## config.mk

```make
export PLATFORM = sky130hd
export DESIGN_NAME = radial_density_stencil_mask
export DESIGN_NICKNAME = d
export VERILOG_FILES = /design/src/hdl/rdsm_pkg.sv /design/src/hdl/rdsm_cfg_regs.sv /design/src/hdl/rdsm_eye_pipe.sv /design/src/hdl/rdsm_classify.sv /design/src/hdl/radial_density_stencil_mask.sv
export SDC_FILE = /design/constraint.sdc
export NUM_CORES = 2
export LEC_CHECK = 0
export BUFFER_PORTS_ARGS = -buffer_cell sky130_fd_sc_hd__buf_2
export CAP_MARGIN = 0
export CORE_MARGIN = 2
export CORE_UTILIZATION = 65
export CTS_CLUSTER_DIAMETER = 40
export CTS_CLUSTER_SIZE = 16
export DETAILED_ROUTE_END_ITERATION = 16
export PLACE_DENSITY = 0.81
export SLEW_MARGIN = 15
export SYNTH_ARGS = -nofsm -noshare
export SYNTH_HDL_FRONTEND = slang
export SYNTH_SLANG_ARGS = --single-unit
```

## constraint.sdc

```tcl
create_clock -name clk_i -period 7.3 [get_ports clk_i]
set_input_delay 1.46 -clock clk_i [delete_from_list [all_inputs] [get_ports clk_i]]
set_output_delay 1.46 -clock clk_i [all_outputs]
set_load 0.03 [all_outputs]
```

## src/hdl/rdsm_pkg.sv

```systemverilog
// shared constants, widths and types for the radial density stencil mask
package rdsm_pkg;

  localparam int COORD_BITS = 12;
  localparam int POS_W      = COORD_BITS + 2;
  localparam int CEN_W      = 16;
  localparam int RAD_W      = 16;
  localparam int DIFF_W     = ((POS_W > CEN_W - 1) ? POS_W : CEN_W - 1) + 2;
  localparam int MAG_W      = DIFF_W - 1;
  localparam int SQ_W       = 2 * MAG_W;
  localparam int D2_W       = SQ_W + 1;
  localparam int RSQ_W      = 2 * RAD_W;
  localparam int CFG_IDX_W  = 3;
  localparam int CFG_DATA_W = 16;

  localparam logic [CFG_IDX_W-1:0] CFG_LEFT_CX  = 3'd0;
  localparam logic [CFG_IDX_W-1:0] CFG_LEFT_CY  = 3'd1;
  localparam logic [CFG_IDX_W-1:0] CFG_RIGHT_CX = 3'd2;
  localparam logic [CFG_IDX_W-1:0] CFG_RIGHT_CY = 3'd3;
  localparam logic [CFG_IDX_W-1:0] CFG_OUTER_R  = 3'd4;
  localparam logic [CFG_IDX_W-1:0] CFG_INNER_R  = 3'd5;

  typedef struct packed {
    logic signed [CEN_W-1:0] left_cx;
    logic signed [CEN_W-1:0] left_cy;
    logic signed [CEN_W-1:0] right_cx;
    logic signed [CEN_W-1:0] right_cy;
    logic [RSQ_W-1:0]        outer_sq;
    logic [RSQ_W-1:0]        inner_sq;
  } cfg_t;

endpackage

```

## src/hdl/rdsm_cfg_regs.sv

```systemverilog
// configuration registers with precomputed squared radii
module rdsm_cfg_regs (
  input  logic                               clk_i,
  input  logic                               rst_ni,
  input  logic                               cfg_we_i,
  input  logic [rdsm_pkg::CFG_IDX_W-1:0]     cfg_idx_i,
  input  logic [rdsm_pkg::CFG_DATA_W-1:0]    cfg_wdata_i,
  output rdsm_pkg::cfg_t                     cfg_o
);

  logic signed [rdsm_pkg::CEN_W-1:0] left_cx_q, left_cy_q, right_cx_q, right_cy_q;
  logic [rdsm_pkg::RAD_W-1:0]        outer_q, inner_q;
  logic [rdsm_pkg::RSQ_W-1:0]        outer_sq_q, inner_sq_q;

  always_ff @(posedge clk_i or negedge rst_ni) begin
    if (!rst_ni) begin
      left_cx_q  <= '0;
      left_cy_q  <= '0;
      right_cx_q <= '0;
      right_cy_q <= '0;
      outer_q    <= '0;
      inner_q    <= '0;
    end else if (cfg_we_i) begin
      case (cfg_idx_i)
        rdsm_pkg::CFG_LEFT_CX:  left_cx_q  <= signed'(cfg_wdata_i);
        rdsm_pkg::CFG_LEFT_CY:  left_cy_q  <= signed'(cfg_wdata_i);
        rdsm_pkg::CFG_RIGHT_CX: right_cx_q <= signed'(cfg_wdata_i);
        rdsm_pkg::CFG_RIGHT_CY: right_cy_q <= signed'(cfg_wdata_i);
        rdsm_pkg::CFG_OUTER_R:  outer_q    <= cfg_wdata_i;
        rdsm_pkg::CFG_INNER_R:  inner_q    <= cfg_wdata_i;
        default: ;
      endcase
    end
  end

  // squared radii, registered from the radius registers
  always_ff @(posedge clk_i or negedge rst_ni) begin
    if (!rst_ni) begin
      outer_sq_q <= '0;
      inner_sq_q <= '0;
    end else begin
      outer_sq_q <= outer_q * outer_q;
      inner_sq_q <= inner_q * inner_q;
    end
  end

  assign cfg_o.left_cx  = left_cx_q;
  assign cfg_o.left_cy  = left_cy_q;
  assign cfg_o.right_cx = right_cx_q;
  assign cfg_o.right_cy = right_cy_q;
  assign cfg_o.outer_sq = outer_sq_q;
  assign cfg_o.inner_sq = inner_sq_q;

endmodule

```

## src/hdl/rdsm_eye_pipe.sv

```systemverilog
// three stage pipeline forming the squared axis offsets to one eye centre
module rdsm_eye_pipe (
  input  logic                                  clk_i,
  input  logic [rdsm_pkg::COORD_BITS-1:0]       qx_i,
  input  logic [rdsm_pkg::COORD_BITS-1:0]       qy_i,
  input  logic signed [rdsm_pkg::CEN_W-1:0]     cx_i,
  input  logic signed [rdsm_pkg::CEN_W-1:0]     cy_i,
  output logic [rdsm_pkg::SQ_W-1:0]             sq_x_o,
  output logic [rdsm_pkg::SQ_W-1:0]             sq_y_o
);

  logic signed [rdsm_pkg::DIFF_W-1:0] pos_x, pos_y, cen_x, cen_y;
  logic signed [rdsm_pkg::DIFF_W-1:0] dx_d, dy_d, dx_q, dy_q;
  logic [rdsm_pkg::MAG_W-1:0]         mx_d, my_d, mx_q, my_q;
  logic [rdsm_pkg::SQ_W-1:0]          sx_d, sy_d, sx_q, sy_q;

  // corner in quarter pixels
  assign pos_x = signed'(rdsm_pkg::DIFF_W'({qx_i, 2'b00}));
  assign pos_y = signed'(rdsm_pkg::DIFF_W'({qy_i, 2'b00}));
  assign cen_x = rdsm_pkg::DIFF_W'(cx_i);
  assign cen_y = rdsm_pkg::DIFF_W'(cy_i);

  assign dx_d = pos_x - cen_x;
  assign dy_d = pos_y - cen_y;

  assign mx_d = dx_q[rdsm_pkg::DIFF_W-1] ? rdsm_pkg::MAG_W'(-dx_q) : rdsm_pkg::MAG_W'(dx_q);
  assign my_d = dy_q[rdsm_pkg::DIFF_W-1] ? rdsm_pkg::MAG_W'(-dy_q) : rdsm_pkg::MAG_W'(dy_q);

  assign sx_d = mx_q * mx_q;
  assign sy_d = my_q * my_q;

  always_ff @(posedge clk_i) begin
    dx_q <= dx_d;
    dy_q <= dy_d;
    mx_q <= mx_d;
    my_q <= my_d;
    sx_q <= sx_d;
    sy_q <= sy_d;
  end

  assign sq_x_o = sx_q;
  assign sq_y_o = sy_q;

endmodule

```

## src/hdl/rdsm_classify.sv

```systemverilog
// final stage: distance sums, radius compares, checkerboard and eye xor
module rdsm_classify (
  input  logic                           clk_i,
  input  logic                           rst_ni,
  input  logic                           valid_i,
  input  logic                           chk_i,
  input  logic [rdsm_pkg::SQ_W-1:0]      l_sq_x_i,
  input  logic [rdsm_pkg::SQ_W-1:0]      l_sq_y_i,
  input  logic [rdsm_pkg::SQ_W-1:0]      r_sq_x_i,
  input  logic [rdsm_pkg::SQ_W-1:0]      r_sq_y_i,
  input  rdsm_pkg::cfg_t                 cfg_i,
  output logic                           done_o,
  output logic                           stencil_bit_o
);

  logic [rdsm_pkg::D2_W-1:0] l_d2, r_d2, outer_sq, inner_sq;
  logic                      l_mark, r_mark;
  logic                      done_q, bit_d, bit_q;

  assign l_d2     = rdsm_pkg::D2_W'(l_sq_x_i) + rdsm_pkg::D2_W'(l_sq_y_i);
  assign r_d2     = rdsm_pkg::D2_W'(r_sq_x_i) + rdsm_pkg::D2_W'(r_sq_y_i);
  assign outer_sq = rdsm_pkg::D2_W'(cfg_i.outer_sq);
  assign inner_sq = rdsm_pkg::D2_W'(cfg_i.inner_sq);

  assign l_mark = (l_d2 < outer_sq) && ((l_d2 <= inner_sq) || chk_i);
  assign r_mark = (r_d2 < outer_sq) && ((r_d2 <= inner_sq) || chk_i);
  assign bit_d  = l_mark ^ r_mark;

  always_ff @(posedge clk_i or negedge rst_ni) begin
    if (!rst_ni) begin
      done_q <= 1'b0;
    end else begin
      done_q <= valid_i;
    end
  end

  always_ff @(posedge clk_i) begin
    bit_q <= bit_d;
  end

  assign done_o        = done_q;
  assign stencil_bit_o = bit_q;

endmodule

```

## src/hdl/radial_density_stencil_mask.sv

```systemverilog
// top level of the radial density stencil mask
//
// usage:
//   a pixel transfer is taken at every rising edge with start_i high; busy_o
//   stays low, so a new pixel may be presented on every cycle.
//   pixel_x_i / pixel_y_i select the pixel; its 2x2 quad corner is tested
//   against both eye discs and the xor of the two marks is returned.
//   the result appears on stencil_bit_o with done_o high for exactly one
//   cycle, after the four datapath stages below; results come out in order.
//   throughput is one pixel per cycle, set by the four stage datapath
//   (offset subtract, magnitude, square, sum and compare) with no feedback.
//   the receiver cannot stall, so the pipeline never holds.
//   configuration writes (cfg_we_i, cfg_idx_i, cfg_wdata_i) are registered;
//   the squared radii are registered from them, so writes must be made by
//   the user while no pixel is in flight; the block does not enforce this.
//   reset zeroes the config, valid and done registers; pixels in flight drop.
module radial_density_stencil_mask (
  input  logic                                  clk_i,
  input  logic                                  rst_ni,
  input  logic                                  start_i,
  output logic                                  busy_o,
  input  logic [rdsm_pkg::COORD_BITS-1:0]       pixel_x_i,
  input  logic [rdsm_pkg::COORD_BITS-1:0]       pixel_y_i,
  output logic                                  done_o,
  output logic                                  stencil_bit_o,
  input  logic                                  cfg_we_i,
  input  logic [rdsm_pkg::CFG_IDX_W-1:0]        cfg_idx_i,
  input  logic [rdsm_pkg::CFG_DATA_W-1:0]       cfg_wdata_i
);

  localparam int PipeDepth = 3;

  rdsm_pkg::cfg_t                      cfg;
  logic [rdsm_pkg::COORD_BITS-1:0]     qx, qy;
  logic [rdsm_pkg::SQ_W-1:0]           l_sq_x, l_sq_y, r_sq_x, r_sq_y;
  logic [PipeDepth-1:0]                valid_d, valid_q;
  logic [PipeDepth-1:0]                chk_d, chk_q;
  logic                                accept;

  assign busy_o = 1'b0;
  assign accept = start_i && !busy_o;

  assign qx = pixel_x_i | rdsm_pkg::COORD_BITS'(1);
  assign qy = pixel_y_i | rdsm_pkg::COORD_BITS'(1);

  rdsm_cfg_regs u_cfg (
    .clk_i       (clk_i),
    .rst_ni      (rst_ni),
    .cfg_we_i    (cfg_we_i),
    .cfg_idx_i   (cfg_idx_i),
    .cfg_wdata_i (cfg_wdata_i),
    .cfg_o       (cfg)
  );

  rdsm_eye_pipe u_left (
    .clk_i  (clk_i),
    .qx_i   (qx),
    .qy_i   (qy),
    .cx_i   (cfg.left_cx),
    .cy_i   (cfg.left_cy),
    .sq_x_o (l_sq_x),
    .sq_y_o (l_sq_y)
  );

  rdsm_eye_pipe u_right (
    .clk_i  (clk_i),
    .qx_i   (qx),
    .qy_i   (qy),
    .cx_i   (cfg.right_cx),
    .cy_i   (cfg.right_cy),
    .sq_x_o (r_sq_x),
    .sq_y_o (r_sq_y)
  );

  // checkerboard quads: both coordinates 1 mod 4 or both 3 mod 4
  assign valid_d = {valid_q[PipeDepth-2:0], accept};
  assign chk_d   = {chk_q[PipeDepth-2:0], qx[1] == qy[1]};

  always_ff @(posedge clk_i or negedge rst_ni) begin
    if (!rst_ni) begin
      valid_q <= '0;
    end else begin
      valid_q <= valid_d;
    end
  end

  always_ff @(posedge clk_i) begin
    chk_q <= chk_d;
  end

  rdsm_classify u_classify (
    .clk_i         (clk_i),
    .rst_ni        (rst_ni),
    .valid_i       (valid_q[PipeDepth-1]),
    .chk_i         (chk_q[PipeDepth-1]),
    .l_sq_x_i      (l_sq_x),
    .l_sq_y_i      (l_sq_y),
    .r_sq_x_i      (r_sq_x),
    .r_sq_y_i      (r_sq_y),
    .cfg_i         (cfg),
    .done_o        (done_o),
    .stencil_bit_o (stencil_bit_o)
  );

endmodule

```

; Yosys cells after proc, flatten, opt, wreduce, memory -nomap -nowiden
; Index checks and enable logic that the tools add are counted.
[op_classes]
add_sub_neg = 10
mul = 6
order_cmp = 4
n_eq_ne = 6
mux = 4
bitwise = 1
reduce_logical = 11
[ops]
columns = operator, count
row1 = multiplier 16 x 16 -> 32 bit, 6
row2 = subtractor 15 x 16 -> 17 bit, 4
row3 = adder 32 x 32 -> 33 bit, 2
row4 = less-or-equal comparator 33 x 32 -> 1 bit, 2
row5 = < comparator 33 x 32 -> 1 bit, 2
row6 = two-way mux 16 bit, 4
row7 = negation 16 bit, 4
row8 = AND reduction 2 bit, 6
row9 = equality test 3 x 2 -> 1 bit (second input constant), 2
row10 = equality test 3 bit (second input constant), 2
row11 = equality test 3 x 1 -> 1 bit (second input constant), 1
row12 = zero test 3 bit, 1
row13 = logical AND 1 bit, 2
row14 = logical OR 1 bit, 2
row15 = equality test 1 bit, 1
row16 = bitwise XOR 1 bit, 1
[totals]
regBits = 428
inputBits = 47
out_inout_bits = 3
wordCells = 66

; Logic depth before layout (Yosys ltp)
[logic_depth]
ltp_word = 5
depth_mapped = 27
mapped_depth_nobuf = 24

; By module
; Synthesis repeated with hierarchy kept, for this count alone.
[unflattened]
hier_cells = 7085
area_unflattened_um2 = 64728.3
[by_module_without_submodules]
columns = module, instances, cells_per_inst, area_each_um2, seq_area_each_um2
row1 = rdsm_cfg_regs, 1, 2017, 19995.4, 3953.8
row2 = rdsm_eye_pipe (u_right), 1, 2106, 19233.4, 2562.5
row3 = rdsm_eye_pipe (u_left), 1, 2107, 19124.6, 2562.5
row4 = rdsm_classify, 1, 845, 6216.0, 45.0
row5 = radial_density_stencil_mask, 1, 10, 158.9, 135.1

; Worst setup path before layout
; No wires, ideal clock.
[synth_timing]
kind = reg-to-reg
start = reg u_right.my_q[1] (netlist bit)
end = reg u_right.sy_q (netlist bit u_right.sq_y_o[27])
setup_ps = 72
t_arrival_ps = 6171
required_ps = 7228
slack_ps = 1057
path_stages_with_launch = 24
period_less_slack_ps = 6243
path_cell_list = dfxtp_1 -> clkbuf_1 -> clkbuf_1 -> and2_1 -> fa_1 -> inv_1 -> fa_1 -> inv_1 -> fa_1 -> inv_1 -> fa_1 -> fa_1 -> fa_1 -> inv_1 -> ha_1 -> and4_4 -> a21o_1 -> o2111a_1 -> o31a_1 -> o31a_1 -> a2111oi_2 -> o21bai_1 -> a21oi_1 -> xnor2_1
[synth_via]
elab_chain_cells = 1
[synth_lines]
columns = element, line
row1 = from (decl), rdsm_eye_pipe.sv:14  ; logic [rdsm_pkg::MAG_W-1:0] mx_d, my_d, mx_q, my_q;
row2 = from (signal assigned), rdsm_eye_pipe.sv:36  ; my_q <= my_d;
row3 = multiplier 16 x 16 -> 32 bit, rdsm_eye_pipe.sv:30  ; assign sy_d = my_q * my_q;
row4 = named net u_right.sy_d (one bit), rdsm_eye_pipe.sv:15  ; logic [rdsm_pkg::SQ_W-1:0] sx_d, sy_d, sx_q, sy_q;
row5 = to (signal assigned), rdsm_eye_pipe.sv:38  ; sy_q <= sy_d;
row6 = to (decl), rdsm_eye_pipe.sv:15
; The timed path passes the listed nets, and every way through them passes these cells.
; A chain may end at the register's enable or synchronous reset.

; Worst setup path after layout
[layout_timing]
start = reg u_left.my_q[3] (netlist bit)
end = reg u_left.sy_q (netlist bit u_left.sq_y_o[30])
[layout_via]
elab_chain_cells = 1
[layout_lines]
columns = element, line
row1 = from (decl), rdsm_eye_pipe.sv:14
row2 = from (signal assigned), rdsm_eye_pipe.sv:36
row3 = multiplier 16 x 16 -> 32 bit, rdsm_eye_pipe.sv:30
row4 = named net u_left.sy_d (one bit), rdsm_eye_pipe.sv:15
row5 = to (signal assigned), rdsm_eye_pipe.sv:38
row6 = to (decl), rdsm_eye_pipe.sv:15
; The timed path passes the listed nets, and every way through them passes these cells.

==> results.cfg <==
[run_status]
status = finished, final reports clean

[synthesis]
synth_nets = 8578
yosys-top-cells-area = fa_1 31%, ha_1 17%, inv_1 9.9%
yosys_warnings = 0
netlist_instances = 6718
async_flop_share = 0.384
ys_seq_elements = 422
yosysTopAreaCell = fa_1
synth.most_common_cell = inv_1
synthFlopType = dfxtp_1
synth.top_cell.area_share = 0.314
avgSynthCellArea_um2 = 9.24
synth_enable_flop_cells = 0
synth_area_um2 = 62000
ys_top_cells_by_count = 1,631 x inv_1, 973 x fa_1, 840 x ha_1
yosysUniqueCellTypes = 79
yosysSeqAreaShare = 0.149

[grt]
track_usage = 0.323
grt_pass1_vias = 49223
grt_pass1_wl_um = 249000
grt_overflow = 0
grt_max_degree = 91
antenna_found_initial = 7

[min_path]
min-delay-start = chk_q[0]$_DFF_P_
hold_path_class = reg2reg
min_to = chk_q[1]$_DFF_P_
whs_path_depth = 0

[critical_path]
r2r-end = u_left.sq_y_o[30]$_DFF_P_
r2r-start = u_left.my_q[3]$_DFF_P_
crit_family = adder cells
cp_cell_sequence = nand2_1 > fa_1 > fa_1 > inv_1 > fa_1 > fa_1 > fa_1 > inv_1 > fa_1 > inv_1 > ha_1 > a21oi_1 > o221ai_1 > a21oi_1 > o211ai_1 > o31ai_1 > buf_4 > o211ai_1 > a31o_2 > a21oi_1 > xnor2_1
end_kind = flip-flop
path_common_cell = fa_1
cp.required_ps = 7860
r2r_slack_ps = 400
critPathArrivalTime_ps = 7460
path_max_fanout = 15
path_class = reg2reg
r2r_cells = 21
start_kind = flip-flop
cp_num_buf_inv = 4
cp_slowest_cell = dfxtp_1
cp_slowest_stage_delay_ps = 780

[sta]
fin_crit_sh = 0.945
rsz0062_at_grt = false
fmax_mhz = 145
period_minus_slack_ps = 6900
finalMaxSlewViolations = 0
slew_headroom = 0.308
tightest_slew_ps = 1030
clock_skew_ps = 24.6
setup_tns_ps = 0
hold_viol_final = 0
setup_viol = 0

[drt]
drc_errors = 0
firstDrtPassIters = 8
avgRoutedWirePerCell_um = 18.9
wl_um = 153000
vias_per_cell = 5.67
ant_nets = 0
vias = 45864
drtIter0Drc = 3022

[die]
placementRows = 113
top_level_ports = 50
die_h_um = 313
core-area_um2 = 94900
fp.dieW_um = 313
start_util = 0.654
die_area_um2 = 97900

[final_layout]
layout.nets = 8632
fillers = 7000
drive_gt1_frac = 0.0532
area_delta_synth_final_pct = 7.11

[place]
place_congestion = 0.995
dp_hpwl_um = 126000
io_buffers = 46

[clocking]
cts_resized = 0
root_buffer = clkbuf_16
postCtsSetupBuffers = 0
clkLatencyLatePin_ps = 650
cts.path.max_buffers = 3
cts_sinks = 422
cts_made_buffers = 68
cts_tree = built
ctsHoldBuffers = 0
htree_levels = 3
clk_pin_slew_ps = 60

[flow_run]
maxCapViolCount = 0
final cells by class:
type | instances | area [um2] | area share
clock inverters | 50 | 688 | 0.0104
repair buffers | 130 | 867 | 0.0130
diodes | 1 | 2.50 | 0.0000377
well taps | 1265 | 1580 | 0.0238
multi-input cells | 4519 | 46100 | 0.694
clock buffers | 76 | 1800 | 0.0271
flip-flops and latches | 422 | 9260 | 0.139
inverters | 1631 | 6120 | 0.0921
metal layers:
metal,track usage,part of all wire
met5,0.00870,0.0011
met4,0.134,0.044
met3,0.0634,0.077
met2,0.553,0.49
met1,0.399,0.39
cells by family (layout without fill, tap and decap cells):
kind of cell	Yosys count	after routing	synth area share
adders and majority gates	1813	1813	0.483
buffers and inverters	1777	1887	0.108
and+or+nand+nor	1444	1444	0.110
AOI/OAI and AO/OA	830	830	0.0865
DFF	422	422	0.149
xor gates and xnor gates	375	375	0.0529
muxes	56	56	0.0101
other	1	2	0.0000604
worst max-delay path by stage:
stage	startpoint	end	slack (ps)	cells after the start
2_1_floorplan	u_right.my_q[1]$_DFF_P_	u_right.sq_y_o[27]$_DFF_P_	1060	23
6_report	u_left.my_q[3]$_DFF_P_	u_left.sq_y_o[30]$_DFF_P_	400	21
3_5_place_dp	u_cfg.outer_q[7]$_DFFE_PN0P_	u_cfg.outer_sq_q[31]$_DFF_PN0_	510	22
5_1_grt	u_left.my_q[3]$_DFF_P_	u_left.sq_y_o[30]$_DFF_P_	60	21
4_1_cts	u_cfg.outer_q[7]$_DFFE_PN0P_	u_cfg.outer_sq_q[31]$_DFF_PN0_	460	22
3_3_place_gp	u_cfg.outer_q[7]$_DFFE_PN0P_	u_cfg.outer_sq_q[31]$_DFF_PN0_	650	22
flip-flops by register name, indices dropped and copies added (netlist names), 17 cells and up:
| name | count |
|---|---|
| u_right.dy_q | 17 |
| u_left.sq_y_o | 31 |
| u_left.dx_q | 17 |
| u_right.dx_q | 17 |
| u_cfg.inner_sq_q | 31 |
| u_right.sq_y_o | 31 |
| u_left.sq_x_o | 31 |
| u_cfg.outer_sq_q | 31 |
| u_right.sq_x_o | 31 |
| u_left.dy_q | 17 |
cell usage in the layout (no fill, tap or decap), types with 42 or more instances in the layout:
cell type / n
xor2_1: 106
dfxtp_1: 260
buf_4: 84
a21oi_1: 220
and2_1: 249
o21a_1: 43
nor2_1: 249
xnor2_1: 269
o21ai_0: 190
fa_1: 973
mux2_2: 55
ha_1: 840
clkbuf_16: 70
o21bai_1: 42
nand2_1: 593
nand2b_1: 42
nor2b_1: 59
nand3_1: 53
nor3_1: 62
dfrtp_1: 162
buf_2: 45
a21o_1: 107
inv_1: 1631
metrics by stage:
step,cells,setup slack [ps],utilization,hold WS (ps),cell area (um2)
finish,8094,399,0.701,327,66500
floorplan,6718,1060,-,310,62000
detailed placement,7967,512,0.674,314,64000
global route,8093,55.6,0.701,334,66500
CTS,8093,456,0.701,328,66500
global placement,7967,649,0.674,311,64000
Power is not shown: default switching activity piles up to over one toggle a cycle in this logic, so the estimate is an artifact.
